## src/rtl/bbd_pkg.sv

```systemverilog
// Package for the binary block deframer: phase and status codes, result struct,
// framing constants and the byte-wide CRC-16 CCITT update. No dependencies.
package bbd_pkg;

    localparam logic [7:0]  SYNC_A         = 8'h24;
    localparam logic [7:0]  SYNC_B         = 8'h40;
    localparam logic [15:0] CRC_POLY       = 16'h1021;
    localparam logic [15:0] MIN_LEN        = 16'd14;
    localparam logic [15:0] HDR_LEN        = 16'd8;
    localparam logic [31:0] TOW_BAD        = 32'hffff_ffff;
    localparam logic [15:0] WEEK_BAD       = 16'hffff;
    localparam logic [15:0] MAX_LEN_RESET  = 16'd16384;

    // Byte offsets of the header fields
    localparam logic [15:0] OFF_CRC_LO  = 16'd2;
    localparam logic [15:0] OFF_CRC_HI  = 16'd3;
    localparam logic [15:0] OFF_ID_LO   = 16'd4;
    localparam logic [15:0] OFF_ID_HI   = 16'd5;
    localparam logic [15:0] OFF_LEN_LO  = 16'd6;
    localparam logic [15:0] OFF_LEN_HI  = 16'd7;
    localparam logic [15:0] OFF_TOW_0   = 16'd8;
    localparam logic [15:0] OFF_TOW_1   = 16'd9;
    localparam logic [15:0] OFF_TOW_2   = 16'd10;
    localparam logic [15:0] OFF_TOW_3   = 16'd11;
    localparam logic [15:0] OFF_WEEK_LO = 16'd12;
    localparam logic [15:0] OFF_WEEK_HI = 16'd13;

    typedef enum logic [1:0] {
        PH_HUNT = 2'd0,
        PH_SYNC = 2'd1,
        PH_BODY = 2'd2
    } t_phase;

    typedef enum logic [2:0] {
        ST_OK        = 3'd0,
        ST_TOO_LONG  = 3'd1,
        ST_CRC_ERR   = 3'd2,
        ST_TOO_SHORT = 3'd3,
        ST_TIME_BAD  = 3'd4
    } t_status;

    typedef struct packed {
        logic [7:0]  data_byte;
        logic [15:0] byte_offset;
        logic        last;
        t_status     status;
        logic [12:0] block_type;
        logic [2:0]  block_revision;
        logic [31:0] tow_ms;
        logic [15:0] week_number;
    } t_result;

    // CRC-16 CCITT, MSB first, one byte per call
    function automatic logic [15:0] crc_update(input logic [15:0] crc, input logic [7:0] b);
        logic [15:0] c;
        c = crc ^ {b, 8'h00};
        for (int i = 0; i < 8; i++) begin
            if (c[15]) begin
                c = {c[14:0], 1'b0} ^ CRC_POLY;
            end else begin
                c = {c[14:0], 1'b0};
            end
        end
        return c;
    endfunction

endpackage

```

## src/rtl/binary_block_deframer_crc16.sv

```systemverilog
// Top level of the binary block deframer with CRC-16 check.
// Depends on bbd_pkg, bbd_parser and bbd_out_reg.
//
//  channel  | handshake                  | payload
//  ---------+----------------------------+---------------------------------------
//  input    | i_in_valid / o_in_ready    | i_rx_byte
//  output   | o_out_valid / i_out_ready  | o_data_byte .. o_week_number
//  config   | i_cfg_wr_en                | i_cfg_wr_data (max block length)
//
// One byte per cycle while o_in_ready is high: the parser resolves each byte
// combinationally through a byte-wide CRC update and header compare, and the
// result is loaded into the output register at the edge that accepts the byte.
// Reset is synchronous, active low; the length limit returns to 16384.
// A stalled output holds the input only while the result register is full.
module binary_block_deframer_crc16 (
    input  logic        i_clk,
    input  logic        i_rst_n,
    input  logic        i_cfg_wr_en,
    input  logic [15:0] i_cfg_wr_data,
    input  logic        i_in_valid,
    output logic        o_in_ready,
    input  logic [7:0]  i_rx_byte,
    output logic        o_out_valid,
    input  logic        i_out_ready,
    output logic [7:0]  o_data_byte,
    output logic [15:0] o_byte_offset,
    output logic        o_last,
    output logic [2:0]  o_status,
    output logic [12:0] o_block_type,
    output logic [2:0]  o_block_revision,
    output logic [31:0] o_tow_ms,
    output logic [15:0] o_week_number
);
    import bbd_pkg::*;

    logic    w_accept;
    logic    w_res_valid;
    logic    w_free;
    t_result w_res;
    t_result w_out;

    assign o_in_ready = w_free;
    assign w_accept   = i_in_valid && w_free;

    // Parse the byte stream
    bbd_parser u_parser (
        .i_clk         (i_clk),
        .i_rst_n       (i_rst_n),
        .i_cfg_wr_en   (i_cfg_wr_en),
        .i_cfg_wr_data (i_cfg_wr_data),
        .i_accept      (w_accept),
        .i_rx_byte     (i_rx_byte),
        .o_res_valid   (w_res_valid),
        .o_res         (w_res)
    );

    // Register the result transaction
    bbd_out_reg u_out_reg (
        .i_clk       (i_clk),
        .i_rst_n     (i_rst_n),
        .i_load      (w_accept && w_res_valid),
        .i_res       (w_res),
        .i_out_ready (i_out_ready),
        .o_free      (w_free),
        .o_out_valid (o_out_valid),
        .o_res       (w_out)
    );

    assign o_data_byte      = w_out.data_byte;
    assign o_byte_offset    = w_out.byte_offset;
    assign o_last           = w_out.last;
    assign o_status         = w_out.status;
    assign o_block_type     = w_out.block_type;
    assign o_block_revision = w_out.block_revision;
    assign o_tow_ms         = w_out.tow_ms;
    assign o_week_number    = w_out.week_number;

endmodule

```

## src/rtl/bbd_parser.sv

```systemverilog
// Frame parser: sync hunt, header capture, CRC and end-of-block status.
// Depends on bbd_pkg; produces one t_result per accepted body byte after the CRC field.
module bbd_parser (
    input  logic              i_clk,
    input  logic              i_rst_n,
    input  logic              i_cfg_wr_en,
    input  logic [15:0]       i_cfg_wr_data,
    input  logic              i_accept,
    input  logic [7:0]        i_rx_byte,
    output logic              o_res_valid,
    output bbd_pkg::t_result  o_res
);
    import bbd_pkg::*;

    t_phase      r_phase,        n_phase;
    logic [15:0] r_byte_count,   n_byte_count;
    logic [15:0] r_crc_running,  n_crc_running;
    logic [15:0] r_crc_received, n_crc_received;
    logic [15:0] r_block_id,     n_block_id;
    logic [15:0] r_block_length, n_block_length;
    logic [31:0] r_tow_field,    n_tow_field;
    logic [15:0] r_week_field,   n_week_field;
    logic [15:0] r_max_len;

    logic [15:0] w_off;
    logic [16:0] w_off_p1;
    logic        w_last;
    t_status     w_status;
    t_status     w_final;

    assign w_off    = r_byte_count;
    assign w_off_p1 = {1'b0, r_byte_count} + 17'd1;

    // End-of-block checks on the field values including this byte
    always_comb begin
        if (n_crc_running != r_crc_received) begin
            w_final = ST_CRC_ERR;
        end else if (n_block_length < MIN_LEN) begin
            w_final = ST_TOO_SHORT;
        end else if (n_tow_field == TOW_BAD || n_week_field == WEEK_BAD) begin
            w_final = ST_TIME_BAD;
        end else begin
            w_final = ST_OK;
        end
    end

    // Next state and result for the incoming byte
    always_comb begin
        n_phase        = r_phase;
        n_byte_count   = r_byte_count;
        n_crc_running  = r_crc_running;
        n_crc_received = r_crc_received;
        n_block_id     = r_block_id;
        n_block_length = r_block_length;
        n_tow_field    = r_tow_field;
        n_week_field   = r_week_field;
        o_res_valid    = 1'b0;
        w_last         = 1'b0;
        w_status       = ST_OK;
        case (r_phase)
            PH_HUNT: begin
                if (i_rx_byte == SYNC_A) begin
                    n_phase = PH_SYNC;
                end
            end
            PH_SYNC: begin
                if (i_rx_byte == SYNC_B) begin
                    n_phase        = PH_BODY;
                    n_byte_count   = OFF_CRC_LO;
                    n_crc_running  = '0;
                    n_crc_received = '0;
                    n_block_id     = '0;
                    n_block_length = '0;
                    n_tow_field    = '0;
                    n_week_field   = '0;
                end else if (i_rx_byte != SYNC_A) begin
                    n_phase = PH_HUNT;
                end
            end
            PH_BODY: begin
                n_byte_count = w_off_p1[15:0];
                if (w_off == OFF_CRC_LO) begin
                    n_crc_received = r_crc_received | {8'h00, i_rx_byte};
                end else if (w_off == OFF_CRC_HI) begin
                    n_crc_received = r_crc_received | {i_rx_byte, 8'h00};
                end else begin
                    o_res_valid   = 1'b1;
                    n_crc_running = crc_update(r_crc_running, i_rx_byte);
                    case (w_off)
                        OFF_ID_LO:   n_block_id     = r_block_id | {8'h00, i_rx_byte};
                        OFF_ID_HI:   n_block_id     = r_block_id | {i_rx_byte, 8'h00};
                        OFF_LEN_LO:  n_block_length = r_block_length | {8'h00, i_rx_byte};
                        OFF_LEN_HI:  n_block_length = r_block_length | {i_rx_byte, 8'h00};
                        OFF_TOW_0:   n_tow_field    = r_tow_field | {24'h0, i_rx_byte};
                        OFF_TOW_1:   n_tow_field    = r_tow_field | {16'h0, i_rx_byte, 8'h0};
                        OFF_TOW_2:   n_tow_field    = r_tow_field | {8'h0, i_rx_byte, 16'h0};
                        OFF_TOW_3:   n_tow_field    = r_tow_field | {i_rx_byte, 24'h0};
                        OFF_WEEK_LO: n_week_field   = r_week_field | {8'h00, i_rx_byte};
                        OFF_WEEK_HI: n_week_field   = r_week_field | {i_rx_byte, 8'h00};
                        default: ;
                    endcase
                    // Length known at the last header byte
                    if (w_off == OFF_LEN_HI) begin
                        if (n_block_length > r_max_len) begin
                            w_last   = 1'b1;
                            w_status = ST_TOO_LONG;
                        end else if (n_block_length < HDR_LEN) begin
                            w_last   = 1'b1;
                            w_status = ST_TOO_SHORT;
                        end else if (n_block_length == HDR_LEN) begin
                            w_last   = 1'b1;
                            w_status = w_final;
                        end
                    end else if (w_off > OFF_LEN_HI && w_off_p1 >= {1'b0, n_block_length}) begin
                        w_last   = 1'b1;
                        w_status = w_final;
                    end
                    if (w_last) begin
                        n_phase = PH_HUNT;
                    end
                end
            end
            default: begin
                n_phase = PH_HUNT;
            end
        endcase
    end

    // Assemble the result fields
    always_comb begin
        o_res.data_byte      = i_rx_byte;
        o_res.byte_offset    = w_off;
        o_res.last           = w_last;
        o_res.status         = w_last ? w_status : ST_OK;
        o_res.block_type     = n_block_id[12:0];
        o_res.block_revision = n_block_id[15:13];
        o_res.tow_ms         = w_last ? n_tow_field : 32'h0;
        o_res.week_number    = w_last ? n_week_field : 16'h0;
    end

    // Advance state on each accepted transaction
    always_ff @(posedge i_clk) begin
        if (!i_rst_n) begin
            r_phase        <= PH_HUNT;
            r_byte_count   <= '0;
            r_crc_running  <= '0;
            r_crc_received <= '0;
            r_block_id     <= '0;
            r_block_length <= '0;
            r_tow_field    <= '0;
            r_week_field   <= '0;
        end else if (i_accept) begin
            r_phase        <= n_phase;
            r_byte_count   <= n_byte_count;
            r_crc_running  <= n_crc_running;
            r_crc_received <= n_crc_received;
            r_block_id     <= n_block_id;
            r_block_length <= n_block_length;
            r_tow_field    <= n_tow_field;
            r_week_field   <= n_week_field;
        end
    end

    // Hold the length limit register
    always_ff @(posedge i_clk) begin
        if (!i_rst_n) begin
            r_max_len <= MAX_LEN_RESET;
        end else if (i_cfg_wr_en) begin
            r_max_len <= i_cfg_wr_data;
        end
    end

endmodule

```

## src/rtl/bbd_out_reg.sv

```systemverilog
// Result register: holds one finished result until the consumer takes it.
// Depends on bbd_pkg for the t_result struct.
module bbd_out_reg (
    input  logic              i_clk,
    input  logic              i_rst_n,
    input  logic              i_load,
    input  bbd_pkg::t_result  i_res,
    input  logic              i_out_ready,
    output logic              o_free,
    output logic              o_out_valid,
    output bbd_pkg::t_result  o_res
);
    import bbd_pkg::*;

    logic    r_valid;
    t_result r_res;

    // Free when empty or being drained this cycle
    assign o_free      = !r_valid || i_out_ready;
    assign o_out_valid = r_valid;
    assign o_res       = r_res;

    // Track occupancy
    always_ff @(posedge i_clk) begin
        if (!i_rst_n) begin
            r_valid <= 1'b0;
        end else if (i_load) begin
            r_valid <= 1'b1;
        end else if (i_out_ready) begin
            r_valid <= 1'b0;
        end
    end

    // Capture payload
    always_ff @(posedge i_clk) begin
        if (i_load) begin
            r_res <= i_res;
        end
    end

endmodule
```

## config.mk

```make
export PLATFORM = sky130hd
export DESIGN_NAME = binary_block_deframer_crc16
export DESIGN_NICKNAME = d
export VERILOG_FILES = /design/src/rtl/bbd_pkg.sv /design/src/rtl/binary_block_deframer_crc16.sv /design/src/rtl/bbd_parser.sv /design/src/rtl/bbd_out_reg.sv
export SDC_FILE = /design/constraint.sdc
export NUM_CORES = 1
export LEC_CHECK = 0
export BUFFER_PORTS_ARGS = -buffer_cell sky130_fd_sc_hd__buf_2
export CAP_MARGIN = 20
export CORE_MARGIN = 3
export CORE_UTILIZATION = 45
export DETAILED_ROUTE_END_ITERATION = 7
export PLACE_DENSITY = 0.64
export SYNTH_ARGS = -nofsm -noshare
export SYNTH_HDL_FRONTEND = slang
export SYNTH_HIERARCHICAL = 1
export SYNTH_SLANG_ARGS = --single-unit
```

## constraint.sdc

```tcl
create_clock -name i_clk -period 4.3 [get_ports i_clk]
set_input_delay 0.86 -clock i_clk [delete_from_list [all_inputs] [get_ports i_clk]]
set_output_delay 0.86 -clock i_clk [all_outputs]
set_load 0.05 [all_outputs]
```

# --- Yosys cells after proc, flatten, opt, wreduce, memory -nomap -nowiden ---
# Index checks and enable logic that the tools add are counted.
totals:
  out_inout_bits: 94
  in_bits: 29
  romBits: 0
  mem_bits_rw: 0
  regBits: 239
  n_memories: 0
  wordCells: 181
  latch_bits: 0
classes:
  n_addsub: 1
  n_eq_ne: 28
  div_mod_pow: 0
  n_reduce_logical: 13
  mul: 0
  n_shift: 0
  mux: 93
  n_lt_le_gt_ge: 5
  bitwise: 23
ops:
  columns: ["operator", "count"]
  rows:
  - ["16-bit 2-to-1 mux", 40]
  - ["16-bit one-hot mux with 2 select lines", 9]
  - ["32-bit one-hot mux with 4 select lines", 1]
  - ["16-bit by 4-bit equality test with 1-bit output (second input constant)", 7]
  - ["13-bit 2-to-1 mux", 8]
  - ["32-bit 2-to-1 mux", 3]
  - ["16-bit by 3-bit equality test with 1-bit output (second input constant)", 4]
  - ["16-bit OR", 4]
  - ["16-bit by 8-bit OR with 16-bit output", 4]
  - ["32-bit one-hot mux with 2 select lines", 1]
  - ["16-bit by 2-bit equality test with 1-bit output (second input constant)", 2]
  - ["32-bit equality test (second input constant)", 1]
  - ["16-bit by 4-bit less-than comparator with 1-bit output (second input constant)", 2]
  - ["32-bit by 16-bit OR with 32-bit output", 1]
  - ["32-bit by 24-bit OR with 32-bit output", 1]
  - ["32-bit OR", 1]
  - ["32-bit by 8-bit OR with 32-bit output", 1]
  - ["3-bit 2-to-1 mux", 8]
  - ["3-bit NOT", 8]
  - ["16-bit by 1-bit adder with 17-bit output (second input constant)", 1]
  - ["17-bit by 16-bit greater-or-equal comparator with 1-bit output", 1]
  - ["16-bit equality test (second input constant)", 1]
  - ["16-bit > comparator", 1]
  - ["16-bit by 3-bit > comparator with 1-bit output (second input constant)", 1]
  - ["other kinds (23)", 52]

# --- Depth between registers and ports, before layout ---
depth:
  ltp_word: 47
  depth_mapped: 18
  mapped_depth_nobuf: 16

# --- Cells and area by module ---
# Netlist, hierarchy kept.
by_module_without_submodules:
  columns: ["mod", "instances", "area_each_um2", "cells_each", "seq_area_each_um2"]
  rows:
  - ["bbd_parser", 1, 9100.0, 1137, 2922.8]
  - ["bbd_out_reg", 1, 2811.4, 96, 2782.7]
  - ["binary_block_deframer_crc16", 1, 12.5, 2, 0.0]

# --- Worst setup path before layout ---
# Ideal clock, no wire load.
synth_timing:
  path_kind: "reg-to-reg"
  start: "register u_parser.r_byte_count[7]"
  end: "register u_out_reg.r_res, in the netlist u_out_reg/o_res[0], enable pin"
  setup_slack_ps: 82
  synth_period_minus_slack_ps: 4218
  stages_incl_launch_ff: 9
  path_buffers: 4
  setup_time_ps: 462
  arrival_time_ps: 3755
  required_ps: 3838
  cell_sequence: "dfxtp_1 -> clkbuf_1 -> or4_1 -> buf_2 -> nor3_2 -> buf_4 -> buf_2 -> a21oi_1 -> and3_1"
synth_via:
  elab_chain_len: 5
  elab_cells_between_ends: 6
  cone_classes: "eq/ne: 2; mux: 3; reduce/logical: 1"
synth_lines:
  columns: ["item", "line_no", "source"]
  rows:
  - ["start: declaration", "bbd_parser.sv:16", "logic [15:0] r_byte_count, n_byte_count;"]
  - ["start signal: assignment", "bbd_parser.sv:154", "r_byte_count <= n_byte_count;"]
  - ["16-bit by 2-bit equality test with 1-bit output", "bbd_parser.sv:84", "end else if (w_off == OFF_CRC_HI) begin"]
  - ["1-bit 2-to-1 mux", "bbd_parser.sv:84", null]
  - ["1-bit 2-to-1 mux (*)", "bbd_parser.sv:82", "if (w_off == OFF_CRC_LO) begin"]
  - ["1-bit 2-to-1 mux (*)", "bbd_parser.sv:60", "case (r_phase)"]
  - ["named net w_res_valid", "binary_block_deframer_crc16.sv:37", "logic w_res_valid;"]
  - ["1-bit logical AND (*)", "binary_block_deframer_crc16.sv:61", ".i_load (w_accept && w_res_valid),"]
  - ["end signal: assignment", "bbd_out_reg.sv:37", "r_res <= i_res;"]
  - ["end: declaration", "bbd_out_reg.sv:16", "t_result r_res;"]
# Mark *: on every way through the listed nets, which the timed path passes. The rest lies on a longest branch.
# A chain may end at the register's enable or synchronous reset.

# --- Worst setup path in the final report ---
layout_timing:
  start: "register u_parser.r_byte_count[6]"
  end: "register u_out_reg.r_res, in the netlist u_out_reg/o_res[64], data pin"
layout_via:
  elab_chain_len: 18
  elab_cells_between_ends: 43
  cone_classes: "add/sub: 1; order compare: 5; eq/ne: 6; mux: 28; bitwise: 1; reduce/logical: 2"
layout_lines:
  columns: ["item"]
  rows:
  - ["branches (longest 18 deep; another with 16-bit by 4-bit less-than comparator with 1-bit output)"]
# Several ways; the timed one is not identified. The select of a mux whose other input is x is not followed.

==> out/metrics.cfg <==
[run_status]
outcome=complete, no violations

[synth]
synth_area_leaders=dfxtp_1 (25%), edfxtp_1 (23%), ha_1 (4.1%), nor2b_1 (3.5%), a21oi_1 (3.3%)
synth_most_common_cell=dfxtp_1
netlist_instances=1235
yosysTopAreaCellShare_pct=24.7
syn_nets=1303
synth_top_area_cell=dfxtp_1
synth_warnings=6
netlist_area_um2=11900
yosys-top-cells-count=dfxtp_1 (147), nor2_1 (101), edfxtp_1 (92)
synth-seq-cells=239
ys_seq_area_share_pct=47.8
avgSynthCellArea_um2=9.66
synth_ff_type=dfxtp_1
async_reset_ff_share_pct=0
synth.distinct_cells=70
synth_edf_count=92

[detailed_routing]
routed-via-count=10300
wl_per_cell_um=21.4
wl_met1_mm=15.6
top_layer=met4
drc=0
firstDrtPassIters=6
wl_met3_mm=2.96
route.met2.wl_mm=16.1
wl_mm=36.4
ant_nets=0
routed_via_density=6.05
drt_iter0_drc=1075

[floorplan]
dieArea_um2=28500
core_um2=25600
ios=123
rows=58
chipWidth_um=169
die_y_um=169
start_util_pct=46.5

[timing]
relSlewSlack_pct=21.4
finalSetupTns_ns=0
clock.fmax_mhz=250
setup_viol=0
finalHoldViolations=0
fin_crit_ns=4.00
slew_violations=0
fin_skew_ns=0.0167
post-route-period-util_pct=92.9
worst_pin_slew_ns=1.18
rsz0062_at_grt=no

[critical_path]
end_kind=flip-flop
cp-start-kind=flip-flop
crit_arrival_ns=4.40
cp.required_ns=4.71
crit_fanout=9
critPathKind=flip-flop to flip-flop

[cts]
clock_latency_ns=0.55
postCtsSetupBuffers=0
tritoncts=built
cts-root-buf=clkbuf_16
htreeDepth=1
ctsResizeCount=0
cts.reportedPaths.clkPinSlew_ns=0.06
postCtsHoldBufs=0
clk_path_buf_depth=3
numCtsBuffers=26
cts.sinks=239

[layout]
diodes=0
final_cells=1704
area_growth_pct=17.1
drive_above_1_share_pct=19.4
final_nets=1422
fillerInstances=2317

[placement]
gp_congestion=0.957
post-place-cells=1656
place.port_buffers=122
dp_hpwl_mm=25.7

[grt]
grt_first_pass_wirelength_mm=56.6
grt_pass1_vias=9724
grt_max_degree=68
overflow=0
antenna_found_initial=0
grt_use_total_pct=25.0

[power]
power.density_nw_per_um2=344
p_leak_nw=5.64
peakVddDrop_mv=0.271

[min_path]
hold_class=flip-flop to flip-flop

[job]
maxCapViolCount=0

-- state kept, by name, indices dropped and copies added, names as in the netlist --
name,flops
u_out_reg/o_res,92
u_parser/r_crc_running,16
u_parser/r_crc_received,16
u_parser/r_byte_count,16
u_parser/r_week_field,16
u_parser/r_phase,2
u_parser/r_block_id,16
u_parser/r_tow_field,32
u_parser/r_block_length,16
u_parser/r_max_len,16
u_out_reg/o_out_valid,1
-- metal layers --
layer / GRT usage (%) / up-vias
li1: - / 4750
met1: 34.3 / 4973
met2: 38.5 / 475
met3: 4.79 / 103
met4: 11.2 / 0
met5: 0 / -
-- critical path: stages (launching register included) --
cell and delay, ns:
dfxtp_1 0.37, or4_1 0.62, nor4_4 0.33, buf_4 0.22, a21oi_1 0.14, inv_1 0.09, ha_1 0.14, nand3_1 0.11
or3_1 0.40, a21oi_1 0.15, a211o_1 0.14, nand2_1 0.10, a21oi_1 0.38, o21ai_4 0.18, o31ai_1 0.29, buf_4 0.16
-- through the flow --
step,utilization (%),total power (W),instance area (µm²),hold slack [ns],setup WS [ns]
global route,54.5,0.00495,14000,0.482,0.0584
finish,54.5,0.00480,14000,0.466,0.304
floorplan,-,0.00256,11900,0.403,0.0824
detailed placement,51.1,0.00264,13100,0.454,0.191
global placement,51.1,0.00264,13100,0.447,0.206
CTS,54.4,0.00483,13900,0.467,0.177
-- where the power goes --
group / internal (W) / switching (W) / total [W]
clock network: 0.00128 / 0.000923 / 0.00220
registers: 0.00236 / 0.0000101 / 0.00237
logic: 0.0000853 / 0.000141 / 0.000227
-- path summary, 6_finish.rpt --
path                                              start                               endpoint  slack [ns]  depth (start not counted)
setup / recovery  u_parser/r_byte_count[6]$_SDFFE_PN0P_          u_out_reg/o_res[64]$_DFFE_PP_        0.30                         15
setup reg to reg  u_parser/r_byte_count[6]$_SDFFE_PN0P_          u_out_reg/o_res[64]$_DFFE_PP_        0.30                         15
hold / removal    u_parser/r_tow_field[30]$_SDFFE_PN0P_  u_parser/r_tow_field[30]$_SDFFE_PN0P_        0.47                          1
hold reg to reg   u_parser/r_tow_field[30]$_SDFFE_PN0P_  u_parser/r_tow_field[30]$_SDFFE_PN0P_        0.47                          1
-- cell type report --
cell class,instances,area [µm²],area share (%)
tap,330,413,2.96
clock inverter,9,90.1,0.645
multi-input combinational,847,5630,40.3
clock buffer,39,759,5.44
inverter,43,161,1.16
sequential,239,5710,40.9
timing repair buffer,197,1200,8.61
-- logic make-up after synthesis --
| group | count (synthesis) | synth area share (%) |
|---|---|---|
| AO/OA/AOI/OAI | 329 | 19.5 |
| XOR/XNOR | 52 | 3.82 |
| adder cells (fa/ha/maj) | 39 | 4.09 |
| buffers and inverters | 149 | 5.39 |
| flip-flops | 239 | 47.8 |
| multiplexers | 19 | 1.59 |
| AND/OR/NAND/NOR | 408 | 17.8 |
-- cells in the final DEF (no fill, tap or decap), types with 15 or more instances in the layout --
cell type	Yosys	final
dfxtp_1	147	146
buf_2	16	122
nor2_1	101	101
edfxtp_1	92	92
nand2_1	87	87
a21oi_1	78	78
buf_4	13	72
nor2b_1	66	66
a22oi_1	52	52
o21ai_0	43	43
inv_1	41	41
xnor2_1	42	41
ha_1	39	39
a32oi_1	31	31
nand3_1	31	30
clkbuf_16	0	26
and3_1	26	25
a22o_1	23	23
nor4_1	19	19
mux2i_1	19	19
nand4_1	15	15
Power figures use the tool's default switching activity.
